$ cat config.mk
export PLATFORM = sky130hd
export DESIGN_NAME = tank_level_alarm_hysteresis
export DESIGN_NICKNAME = d
export VERILOG_FILES = /design/src/design/tla_pkg.sv /design/src/design/tla_ctrl.sv /design/src/design/tla_dp.sv /design/src/design/tank_level_alarm_hysteresis.sv
export SDC_FILE = /design/constraint.sdc
export NUM_CORES = 1
export LEC_CHECK = 0
export BUFFER_PORTS_ARGS = -buffer_cell sky130_fd_sc_hd__buf_2
export CORE_MARGIN = 3
export CORE_UTILIZATION = 55
export CTS_BUF_LIST = sky130_fd_sc_hd__clkbuf_4
export CTS_CLUSTER_SIZE = 16
export DETAILED_ROUTE_END_ITERATION = 10
export GPL_TIMING_DRIVEN = 0
export PLACE_DENSITY = 0.79
export SETUP_SLACK_MARGIN = 0.2
export SLEW_MARGIN = 20
export SYNTH_ARGS = -nofsm -noshare
export SYNTH_HDL_FRONTEND = slang
export SYNTH_SLANG_ARGS = --single-unit
$ cat constraint.sdc
create_clock -name clk -period 17.2 [get_ports clk]
set_input_delay 1.72 -clock clk [delete_from_list [all_inputs] [get_ports clk]]
set_output_delay 1.72 -clock clk [all_outputs]
set_load 0.1 [all_outputs]
$ cat src/design/tla_pkg.sv
// Tank level alarm: shared types, opcodes, register indexes and constants.
// Used by tla_ctrl, tla_dp, tank_level_alarm_hysteresis and the testbench. No dependencies.
`default_nettype none

package tla_pkg;

  localparam int LEVEL_W   = 16;
  localparam int PCT_W     = 8;
  localparam int MASK_W    = 3;
  localparam int OP_W      = 2;
  localparam int CH_W      = 2;
  localparam int IDX_W     = 3;
  localparam int SETUP_W   = 39;
  localparam int ALARM_W   = 7;
  localparam int MUTE_W    = 16;
  localparam int IN_USER_W = OP_W + CH_W;
  localparam int OUT_DATA_W = 24;

  // (level - min) * 100 fits in 24 signed bits; its magnitude in 23
  localparam int PROD_W    = 24;
  localparam int QUO_W     = PROD_W - 1;
  localparam int DIV_STEPS = QUO_W;
  localparam int DIV_CNT_W = $clog2(DIV_STEPS);

  localparam int PCT_SCALE = 100;
  localparam int CLR_SCALE = 105;
  localparam int PCT_FULL  = 100;
  localparam int PCT_MAX   = 127;
  localparam int PCT_MIN   = -128;

  localparam logic [MUTE_W-1:0] MUTE_RESET = 16'd12000;

  typedef enum logic [OP_W-1:0] {
    OP_SAMPLE = 2'd0,
    OP_BUTTON = 2'd1,
    OP_TICK   = 2'd2,
    OP_PULSE  = 2'd3
  } op_t;

  typedef enum logic [IDX_W-1:0] {
    REG_ACTIVE = 3'd0,
    REG_SETUP0 = 3'd1,
    REG_SETUP1 = 3'd2,
    REG_SETUP2 = 3'd3,
    REG_MUTE   = 3'd4
  } reg_idx_t;

  typedef struct packed {
    logic load;
    logic mul;
    logic step;
    logic update;
  } tla_cmd_t;

  typedef struct packed {
    logic need_div;
    logic out_free;
  } tla_sts_t;

endpackage

`default_nettype wire

$ cat src/design/tla_ctrl.sv
// Tank level alarm: sequencer for load, scale, divide and update steps.
// Depends on tla_pkg; drives tla_dp through tla_cmd_t.
`default_nettype none

module tla_ctrl (
  input  wire logic               clk,
  input  wire logic               rst_n,
  input  wire logic               in_tvalid,
  output logic                    in_tready,
  input  wire tla_pkg::tla_sts_t  sts,
  output tla_pkg::tla_cmd_t       cmd
);

  typedef enum logic [1:0] {
    S_IDLE,
    S_MUL,
    S_DIV,
    S_UPD
  } state_t;

  localparam logic [tla_pkg::DIV_CNT_W-1:0] CNT_LAST =
    tla_pkg::DIV_CNT_W'(tla_pkg::DIV_STEPS - 1);

  state_t                         state_r;
  logic [tla_pkg::DIV_CNT_W-1:0]  cnt_r;

  always_comb begin
    in_tready  = (state_r == S_IDLE);
    cmd        = '0;
    cmd.load   = in_tvalid && in_tready;
    cmd.mul    = (state_r == S_MUL);
    cmd.step   = (state_r == S_DIV);
    cmd.update = (state_r == S_UPD) && sts.out_free;
  end

  always_ff @(posedge clk) begin
    if (!rst_n) begin
      state_r <= S_IDLE;
      cnt_r   <= '0;
    end else begin
      unique case (state_r)
        S_IDLE: begin
          if (cmd.load) state_r <= S_MUL;
        end
        S_MUL: begin
          cnt_r   <= '0;
          state_r <= sts.need_div ? S_DIV : S_UPD;
        end
        S_DIV: begin
          cnt_r <= cnt_r + 1'b1;
          if (cnt_r == CNT_LAST) state_r <= S_UPD;
        end
        S_UPD: begin
          if (sts.out_free) state_r <= S_IDLE;
        end
        default: state_r <= S_IDLE;
      endcase
    end
  end

`ifndef SYNTHESIS
  a_div_ends: assert property (@(posedge clk) disable iff (!rst_n)
    (state_r == S_DIV && cnt_r == CNT_LAST) |=> state_r == S_UPD)
    else $error("divide did not end after its last step");

  a_upd_holds: assert property (@(posedge clk) disable iff (!rst_n)
    (state_r == S_UPD && !sts.out_free) |=> state_r == S_UPD)
    else $error("update left while output register full");

  a_accept_busy: assert property (@(posedge clk) disable iff (!rst_n)
    cmd.load |=> (state_r == S_MUL && !in_tready))
    else $error("accepted item did not start scaling");
`endif

endmodule

`default_nettype wire

$ cat src/design/tla_dp.sv
// Tank level alarm datapath: config registers, percent scaling, restoring
// divider, alarm/latch state and output register. Depends on tla_pkg.
`default_nettype none

module tla_dp #(
  parameter int CHANNELS = 3
) (
  input  wire logic                               clk,
  input  wire logic                               rst_n,
  input  wire logic                               cfg_wr_en,
  input  wire logic [tla_pkg::IDX_W-1:0]          cfg_index,
  input  wire logic [tla_pkg::SETUP_W-1:0]        cfg_data,
  input  wire logic [tla_pkg::LEVEL_W-1:0]        in_tdata,
  input  wire logic [tla_pkg::IN_USER_W-1:0]      in_tuser,
  input  wire tla_pkg::tla_cmd_t                  cmd,
  output tla_pkg::tla_sts_t                       sts,
  output logic                                    out_tvalid,
  input  wire logic                               out_tready,
  output logic [tla_pkg::OUT_DATA_W-1:0]          out_tdata
);

  // configuration
  logic [tla_pkg::MASK_W-1:0]   active_r;
  logic [tla_pkg::SETUP_W-1:0]  setup_r [CHANNELS];
  logic [tla_pkg::MUTE_W-1:0]   mute_ticks_r;

  // captured item
  tla_pkg::op_t                 op_r;
  logic [tla_pkg::CH_W-1:0]     ch_r;
  logic [tla_pkg::LEVEL_W-1:0]  lvl_r;

  // divider
  logic [tla_pkg::QUO_W-1:0]    q_r;
  logic [tla_pkg::LEVEL_W-1:0]  rem_r;
  logic [tla_pkg::LEVEL_W-1:0]  den_r;
  logic                         neg_r;
  logic                         zero_r;

  // alarm state
  logic [CHANNELS-1:0]          warn_r, warn_nxt;
  logic [CHANNELS-1:0]          led_r, led_nxt;
  logic [CHANNELS-1:0]          buzz_r, buzz_nxt;
  logic [tla_pkg::MUTE_W-1:0]   mute_r, mute_nxt;
  logic                         led_lvl_r, led_lvl_nxt;
  logic                         bz_lvl_r, bz_lvl_nxt;

  logic                         out_tvalid_r;
  logic [tla_pkg::OUT_DATA_W-1:0] out_tdata_r, out_tdata_nxt;

  logic [CHANNELS-1:0]          sel;
  logic [tla_pkg::SETUP_W-1:0]  setup_sel;
  logic [tla_pkg::LEVEL_W-1:0]  lo, hi;
  logic [tla_pkg::ALARM_W-1:0]  alarm;
  logic                         need_div;

  logic signed [tla_pkg::LEVEL_W:0]     diff, span;
  logic signed [tla_pkg::PROD_W-1:0]    prod;
  logic [tla_pkg::QUO_W-1:0]            prod_mag;
  logic [tla_pkg::LEVEL_W-1:0]          den_mag;

  logic [tla_pkg::LEVEL_W:0]            rem_sh;
  logic                                 q_bit;

  logic signed [tla_pkg::PROD_W-1:0]    p_val;
  logic signed [31:0]                   p100, a105;
  logic                                 lt, clr;
  logic [tla_pkg::PCT_W-1:0]            pct_sat, pct_out;
  logic                                 any_led, any_bz;

  always_ff @(posedge clk) begin
    if (!rst_n) begin
      active_r     <= '0;
      mute_ticks_r <= tla_pkg::MUTE_RESET;
      for (int n = 0; n < CHANNELS; n++) setup_r[n] <= '0;
    end else if (cfg_wr_en) begin
      if (cfg_index == tla_pkg::REG_ACTIVE) active_r <= cfg_data[tla_pkg::MASK_W-1:0];
      if (cfg_index == tla_pkg::REG_MUTE) mute_ticks_r <= cfg_data[tla_pkg::MUTE_W-1:0];
      for (int n = 0; n < CHANNELS; n++) begin
        if (cfg_index == tla_pkg::IDX_W'(int'(tla_pkg::REG_SETUP0) + n)) setup_r[n] <= cfg_data;
      end
    end
  end

  always_comb begin
    setup_sel = '0;
    for (int n = 0; n < CHANNELS; n++) begin
      sel[n] = (ch_r == tla_pkg::CH_W'(n));
      if (sel[n]) setup_sel = setup_r[n];
    end
    lo       = setup_sel[15:0];
    hi       = setup_sel[31:16];
    alarm    = setup_sel[38:32];
    need_div = (op_r == tla_pkg::OP_SAMPLE) && (|(sel & active_r[CHANNELS-1:0]));
  end

  // scale step: (level - min) * 100 and the signed span
  always_comb begin
    diff     = $signed({1'b0, lvl_r}) - $signed({1'b0, lo});
    span     = $signed({1'b0, hi}) - $signed({1'b0, lo});
    prod     = tla_pkg::PROD_W'(diff) * tla_pkg::PROD_W'(tla_pkg::PCT_SCALE);
    prod_mag = prod[tla_pkg::PROD_W-1] ? tla_pkg::QUO_W'(-prod) : prod[tla_pkg::QUO_W-1:0];
    den_mag  = span[tla_pkg::LEVEL_W] ? tla_pkg::LEVEL_W'(-span) : span[tla_pkg::LEVEL_W-1:0];
  end

  // one restoring step per cycle
  always_comb begin
    rem_sh = {rem_r, q_r[tla_pkg::QUO_W-1]};
    q_bit  = (rem_sh >= {1'b0, den_r});
  end

  always_ff @(posedge clk) begin
    if (cmd.load) begin
      op_r  <= tla_pkg::op_t'(in_tuser[tla_pkg::OP_W-1:0]);
      ch_r  <= in_tuser[tla_pkg::IN_USER_W-1:tla_pkg::OP_W];
      lvl_r <= in_tdata;
    end
    if (cmd.mul) begin
      q_r    <= prod_mag;
      rem_r  <= '0;
      den_r  <= den_mag;
      neg_r  <= prod[tla_pkg::PROD_W-1] ^ span[tla_pkg::LEVEL_W];
      zero_r <= (span == '0);
    end else if (cmd.step) begin
      q_r   <= {q_r[tla_pkg::QUO_W-2:0], q_bit};
      rem_r <= q_bit ? tla_pkg::LEVEL_W'(rem_sh - {1'b0, den_r})
                     : rem_sh[tla_pkg::LEVEL_W-1:0];
    end
  end

  // compare and saturate
  always_comb begin
    if (zero_r) p_val = '0;
    else if (neg_r) p_val = -$signed({1'b0, q_r});
    else p_val = $signed({1'b0, q_r});
    p100 = 32'(p_val) * 32'sd100;
    a105 = $signed(32'(alarm)) * 32'(tla_pkg::CLR_SCALE);
    lt   = p_val < $signed(tla_pkg::PROD_W'(alarm));
    clr  = (p100 >= a105) || (p_val >= tla_pkg::PROD_W'(tla_pkg::PCT_FULL));
    priority if (p_val > tla_pkg::PROD_W'(tla_pkg::PCT_MAX)) pct_sat = tla_pkg::PCT_W'(tla_pkg::PCT_MAX);
    else if (p_val < tla_pkg::PROD_W'(tla_pkg::PCT_MIN)) pct_sat = tla_pkg::PCT_W'(tla_pkg::PCT_MIN);
    else pct_sat = p_val[tla_pkg::PCT_W-1:0];
    pct_out = need_div ? pct_sat : '0;
    any_led = |(led_r & active_r[CHANNELS-1:0]);
    any_bz  = |(buzz_r & active_r[CHANNELS-1:0]);
  end

  always_comb begin
    warn_nxt    = warn_r;
    led_nxt     = led_r;
    buzz_nxt    = buzz_r;
    mute_nxt    = mute_r;
    led_lvl_nxt = led_lvl_r;
    bz_lvl_nxt  = bz_lvl_r;
    if (cmd.update) begin
      unique case (op_r)
        tla_pkg::OP_SAMPLE: begin
          for (int n = 0; n < CHANNELS; n++) begin
            if (need_div && sel[n]) begin
              if (lt) begin
                if (!warn_r[n]) begin
                  led_nxt[n] = 1'b1;
                  if (mute_r == '0) buzz_nxt[n] = 1'b1;
                end
                warn_nxt[n] = 1'b1;
              end else if (clr) begin
                warn_nxt[n] = 1'b0;
                led_nxt[n]  = 1'b0;
                buzz_nxt[n] = 1'b0;
              end
            end
          end
        end
        tla_pkg::OP_BUTTON: begin
          buzz_nxt   = '0;
          bz_lvl_nxt = 1'b0;
          mute_nxt   = mute_ticks_r;
        end
        tla_pkg::OP_TICK: begin
          if (mute_r != '0) mute_nxt = mute_r - 1'b1;
        end
        tla_pkg::OP_PULSE: begin
          led_lvl_nxt = any_led ? !led_lvl_r : 1'b0;
          bz_lvl_nxt  = any_bz ? !bz_lvl_r : 1'b0;
        end
        default: ;
      endcase
    end
    out_tdata_nxt = {4'b0, (mute_nxt != '0), bz_lvl_nxt, led_lvl_nxt,
                     tla_pkg::MASK_W'(buzz_nxt), tla_pkg::MASK_W'(led_nxt),
                     tla_pkg::MASK_W'(warn_nxt), pct_out};
  end

  always_ff @(posedge clk) begin
    if (!rst_n) begin
      warn_r       <= '0;
      led_r        <= '0;
      buzz_r       <= '0;
      mute_r       <= '0;
      led_lvl_r    <= 1'b0;
      bz_lvl_r     <= 1'b0;
      out_tvalid_r <= 1'b0;
    end else begin
      warn_r    <= warn_nxt;
      led_r     <= led_nxt;
      buzz_r    <= buzz_nxt;
      mute_r    <= mute_nxt;
      led_lvl_r <= led_lvl_nxt;
      bz_lvl_r  <= bz_lvl_nxt;
      if (cmd.update) out_tvalid_r <= 1'b1;
      else if (out_tready) out_tvalid_r <= 1'b0;
    end
  end

  always_ff @(posedge clk) begin
    if (cmd.update) out_tdata_r <= out_tdata_nxt;
  end

  always_comb begin
    sts          = '0;
    sts.need_div = need_div;
    sts.out_free = !out_tvalid_r || out_tready;
  end

  assign out_tvalid = out_tvalid_r;
  assign out_tdata  = out_tdata_r;

`ifndef SYNTHESIS
  a_led_in_warn: assert property (@(posedge clk) disable iff (!rst_n)
    (led_r & ~warn_r) == '0)
    else $error("LED latch set outside warning");

  a_buzz_in_led: assert property (@(posedge clk) disable iff (!rst_n)
    (buzz_r & ~led_r) == '0)
    else $error("buzzer latch set without LED latch");

  a_update_out: assert property (@(posedge clk) disable iff (!rst_n)
    cmd.update |=> out_tvalid_r)
    else $error("update did not present an item");

  a_mute_down: assert property (@(posedge clk) disable iff (!rst_n)
    !(cmd.update && op_r == tla_pkg::OP_BUTTON) |=> mute_r <= $past(mute_r))
    else $error("mute count rose without a button item");
`endif

endmodule

`default_nettype wire

$ cat src/design/tank_level_alarm_hysteresis.sv
// Tank level alarm with hysteresis and buzzer mute: top level.
// Depends on tla_pkg, tla_ctrl and tla_dp.
//
//   channel  ports                         payload
//   in       in_tvalid/in_tready           tdata: level; tuser: op, channel
//   out      out_tvalid/out_tready         tdata: percent, masks, drives, muted
//   cfg      cfg_wr_en/cfg_index/cfg_data  one register per write
//
// A sample for an active channel goes from accept to result through load, scale,
// 23 steps of the restoring divider and update. Other items skip the divider.
// One item is in flight at a time; the next is accepted while a result waits.
// Synchronous active-low reset; config registers return to their defaults.
// A stalled output holds the update step until the output register frees.
`default_nettype none

module tank_level_alarm_hysteresis #(
  parameter int CHANNELS = 3
) (
  input  wire logic                            clk,
  input  wire logic                            rst_n,
  input  wire logic                            cfg_wr_en,
  input  wire logic [tla_pkg::IDX_W-1:0]       cfg_index,
  input  wire logic [tla_pkg::SETUP_W-1:0]     cfg_data,
  input  wire logic                            in_tvalid,
  output logic                                 in_tready,
  input  wire logic [tla_pkg::LEVEL_W-1:0]     in_tdata,  // level[15:0]
  input  wire logic [tla_pkg::IN_USER_W-1:0]   in_tuser,  // op[1:0], channel[3:2]
  output logic                                 out_tvalid,
  input  wire logic                            out_tready,
  // percent[7:0], warn_mask[10:8], led_latch_mask[13:11],
  // buzzer_latch_mask[16:14], led_out[17], buzzer_out[18], muted[19], zero[23:20]
  output logic [tla_pkg::OUT_DATA_W-1:0]       out_tdata
);

  tla_pkg::tla_cmd_t cmd;
  tla_pkg::tla_sts_t sts;

  tla_ctrl u_ctrl (
    .clk       (clk),
    .rst_n     (rst_n),
    .in_tvalid (in_tvalid),
    .in_tready (in_tready),
    .sts       (sts),
    .cmd       (cmd)
  );

  tla_dp #(
    .CHANNELS (CHANNELS)
  ) u_dp (
    .clk        (clk),
    .rst_n      (rst_n),
    .cfg_wr_en  (cfg_wr_en),
    .cfg_index  (cfg_index),
    .cfg_data   (cfg_data),
    .in_tdata   (in_tdata),
    .in_tuser   (in_tuser),
    .cmd        (cmd),
    .sts        (sts),
    .out_tvalid (out_tvalid),
    .out_tready (out_tready),
    .out_tdata  (out_tdata)
  );

endmodule

`default_nettype wire

==> impl_metrics.py <==
metrics = {
    "yosys": {
        "ys_seq_elements": 268,
        "synth_compound_area_frac": 0.1405,
        "yosysTopAreaCell": "edfxtp_1",
        "synth_edf_count": 198,
        "async_flop_share": 0,
        "ys_warn_count": 0,
        "synth_fa_ha_area_frac": 0.1929,
        "ys_seq_area_frac": 0.3569,
        "synth.area.top_cells": "edfxtp_1 29%, ha_1 15%, dfxtp_1 6.8%, inv_1 4.2%, fa_1 4.0%",
        "synth_ff_type": "edfxtp_1",
        "synth_top_family_by_area": "adder cells",
        "synth.distinct_cells": 85,
        "syn_inst": 2177,
        "synth-xor-area-share": 0.05489,
        "synthesis.area_sq_um": 20580,
        "synth_top_area_frac": 0.2888,
        "syn_avg_cell_area_sq_um": 9.456,
        "yosys.area_share.simple": 0.1614,
        "muxShareOfSynthArea": 0.03708,
    },
    "outcome": {
        "status": "finished, final reports clean",
    },
    "sta": {
        "finalWorstSetupSlack_ns": 7.962,
        "hold_slack_ns": 0.4811,
        "timing.final.hold_violations": 0,
        "fmax_ghz": 0.1082,
        "grt_setup_unrepaired": "false",
        "finalCritPeriodShare": 0.5371,
        "setup_tns_ns": 0,
        "period_needed_ns": 9.238,
        "clock_skew_ns": 0.07051,
        "relSlewSlack": 0.2918,
        "worst_pin_slew_ns": 1.062,
        "final_max_slew_viol_count": 0,
        "setup_viol": 0,
    },
    "die": {
        "die_w_um": 199.5,
        "coreArea_sq_um": 36790,
        "ios": 93,
        "std_cell_rows": 70,
        "start_util": 0.5596,
        "die_h_um": 199.5,
        "die-area_sq_um": 39780,
    },
    "grt": {
        "antenna_found_initial": 1,
        "grt_max_degree": 31,
        "track_usage": 0.2432,
        "use_met2": 0.4367,
        "grt_pass1_wl_mm": 78.52,
        "busiest_layer": "met2",
        "grt_pass1_vias": 16600,
        "met3_usage": 0.04097,
        "grt-ovfl-total": 0,
        "met1_usage": 0.2972,
    },
    "final_layout": {
        "fillerInstances": 3007,
        "multi_input_area_sq_um": 12130,
        "syn_to_final_growth_pct": 9.980,
        "layout.nets": 2701,
        "regArea_sq_um": 7347,
        "drive_above_1_share": 0.1028,
        "final_util": 0.6154,
    },
    "hold_path": {
        "hold_class": "reg2reg",
    },
    "clock_tree": {
        "insertion_delay_ns": 0.73,
        "clockBufferDepth": 3,
        "cts_tree": "yes",
        "cts_sinks": 268,
        "cts_resized": 0,
        "htreeDepth": 3,
        "clkTransAtPathRegs_ns": 0.07,
        "postCtsSetupBuffers": 0,
        "cts_root_buf": "clkbuf_4",
        "numCtsBuffers": 70,
        "holdBufCountCts": 0,
    },
    "critical_path": {
        "cpMostUsedCell": "clkbuf_1",
        "cp_max_fo": 10,
        "required_ns": 17.64,
        "cp_slowest_cell": "buf_1",
        "worstPathArrival_ns": 9.68,
        "crit_path_start_kind": "flip-flop",
        "max_stage_delay_ns": 0.66,
        "critPathKind": "reg2reg",
        "cp-end-kind": "flip-flop",
    },
    "place": {
        "dpl_worst_slack_ns": 8.044,
        "io_buffers": 87,
        "gp_congestion": 0.9317,
        "hpwl_mm": 37.16,
    },
    "detailed_routing": {
        "drt-initial-drc-count": 908,
        "dr.pass1.iters": 6,
        "avgRoutedWirePerCell_um": 16.78,
        "drt_wl_total_mm": 48.02,
        "ant_nets": 0,
        "vias": 16330,
        "routed_via_density": 5.707,
        "drc": 0,
    },
    "flow_run": {
        "maxCapViolCount": 0,
    },
}
==> Yosys cell counts (45+ instances only) <==
cell type	number
a21oi_1	119
and2_1	64
clkbuf_1	58
dfxtp_1	70
edfxtp_1	198
ha_1	251
inv_1	233
mux2i_1	65
nand2_1	149
nor2_1	187
nor3_1	46
o21ai_0	94
xnor2_1	84
xor2_1	45
==> per-layer routing <==
metal	share of wire	up-vias
li1	-	8091
met1	0.43	7680
met2	0.50	456
met3	0.049	107
met4	0.030	0
met5	0	-
==> path summary, 6_finish.rpt <==
| path | depth (start not counted) | startpoint | end | slack [ns] |
|---|---|---|---|---|
| max | 31 | u_dp.ch_r[0] | u_dp.q_r[16] | 7.96 |
| min | 2 | u_dp.mute_ticks_r[4] | u_dp.mute_ticks_r[4] | 0.48 |
| max reg2reg | 31 | u_dp.ch_r[0] | u_dp.q_r[16] | 7.96 |
| min reg2reg | 2 | u_dp.mute_ticks_r[4] | u_dp.mute_ticks_r[4] | 0.48 |
==> state kept, by name (all words and copies together) (netlist names), 2 cells and up <==
register,flops
u_dp.setup_r,117
u_dp.q_r,23
u_dp.out_tdata,20
u_dp.den_r,16
u_dp.lvl_r,16
u_dp.mute_r,16
u_dp.mute_ticks_r,16
u_dp.rem_r,16
u_ctrl.cnt_r,5
u_dp.active_r,3
u_dp.buzz_r,3
u_dp.led_r,3
u_dp.warn_r,3
u_ctrl.state_r,2
u_dp.ch_r,2
u_dp.op_r,2
==> stage by stage <==
stage / cells / instance area, sq um
after detailed placement: 2738 / 21720
after floorplan: 2180 / 20600
after global routing: 2862 / 22640
after global placement: 2735 / 21620
final: 2862 / 22640
after CTS: 2861 / 22630
==> layout by cell type (no fill, tap or decap), types with 7 or more instances in the layout <==
cell type,count
a211oi_1,17
a21boi_0,20
a21o_1,26
a21oi_1,119
a31oi_1,24
a32oi_1,11
and2_1,64
and3_1,20
buf_2,88
clkbuf_1,58
clkbuf_4,102
clkinv_1,14
dfxtp_1,70
edfxtp_1,198
fa_1,41
ha_1,250
inv_1,233
mux2_2,9
mux2i_1,65
nand2_1,148
nand2b_1,19
nand3_1,39
nand4_1,14
nor2_1,186
nor2b_1,41
nor3_1,46
nor3b_1,13
nor4_1,10
o2111ai_1,7
o211ai_1,13
o21a_1,16
o21ai_0,92
o21bai_1,8
o31ai_1,12
or2_2,13
or3_1,18
xnor2_1,84
xor2_1,45
==> critical path: cells and delay by family (launching register included) <==
kind | cells | cell delay [ns]
AND/OR/NAND/NOR | 3 | 0.29
adder cells (fa/ha/maj) | 4 | 1.49
buffers and inverters | 7 | 2.54
XOR/XNOR | 3 | 0.74
multiplexers | 1 | 0.26
AO/OA/AOI/OAI | 13 | 3.31
flip-flops | 1 | 0.32
==> kinds of logic after synthesis <==
| logic type | Yosys count |
|---|---|
| other | 1 |
| buffers and inverters | 303 |
| muxes | 75 |
| adders and majority gates | 293 |
| xor gates and xnor gates | 129 |
| AOI/OAI and AO/OA | 442 |
| DFF | 268 |
| and+or+nand+nor | 666 |
==> layout make-up <==
type,instances,share of cell area
buffer,69,0.01216
timing repair buffer,90,0.02255
tap,468,0.02586
inverter,234,0.03880
antenna,1,0.0001105
multi-input combinational,1609,0.5358
clock inverter,21,0.006356
sequential,268,0.3245
clock buffer,102,0.03382
Power is left out: the tool's default activity adds up to more than one toggle a clock period on the data nets, which glitch-free logic cannot reach.
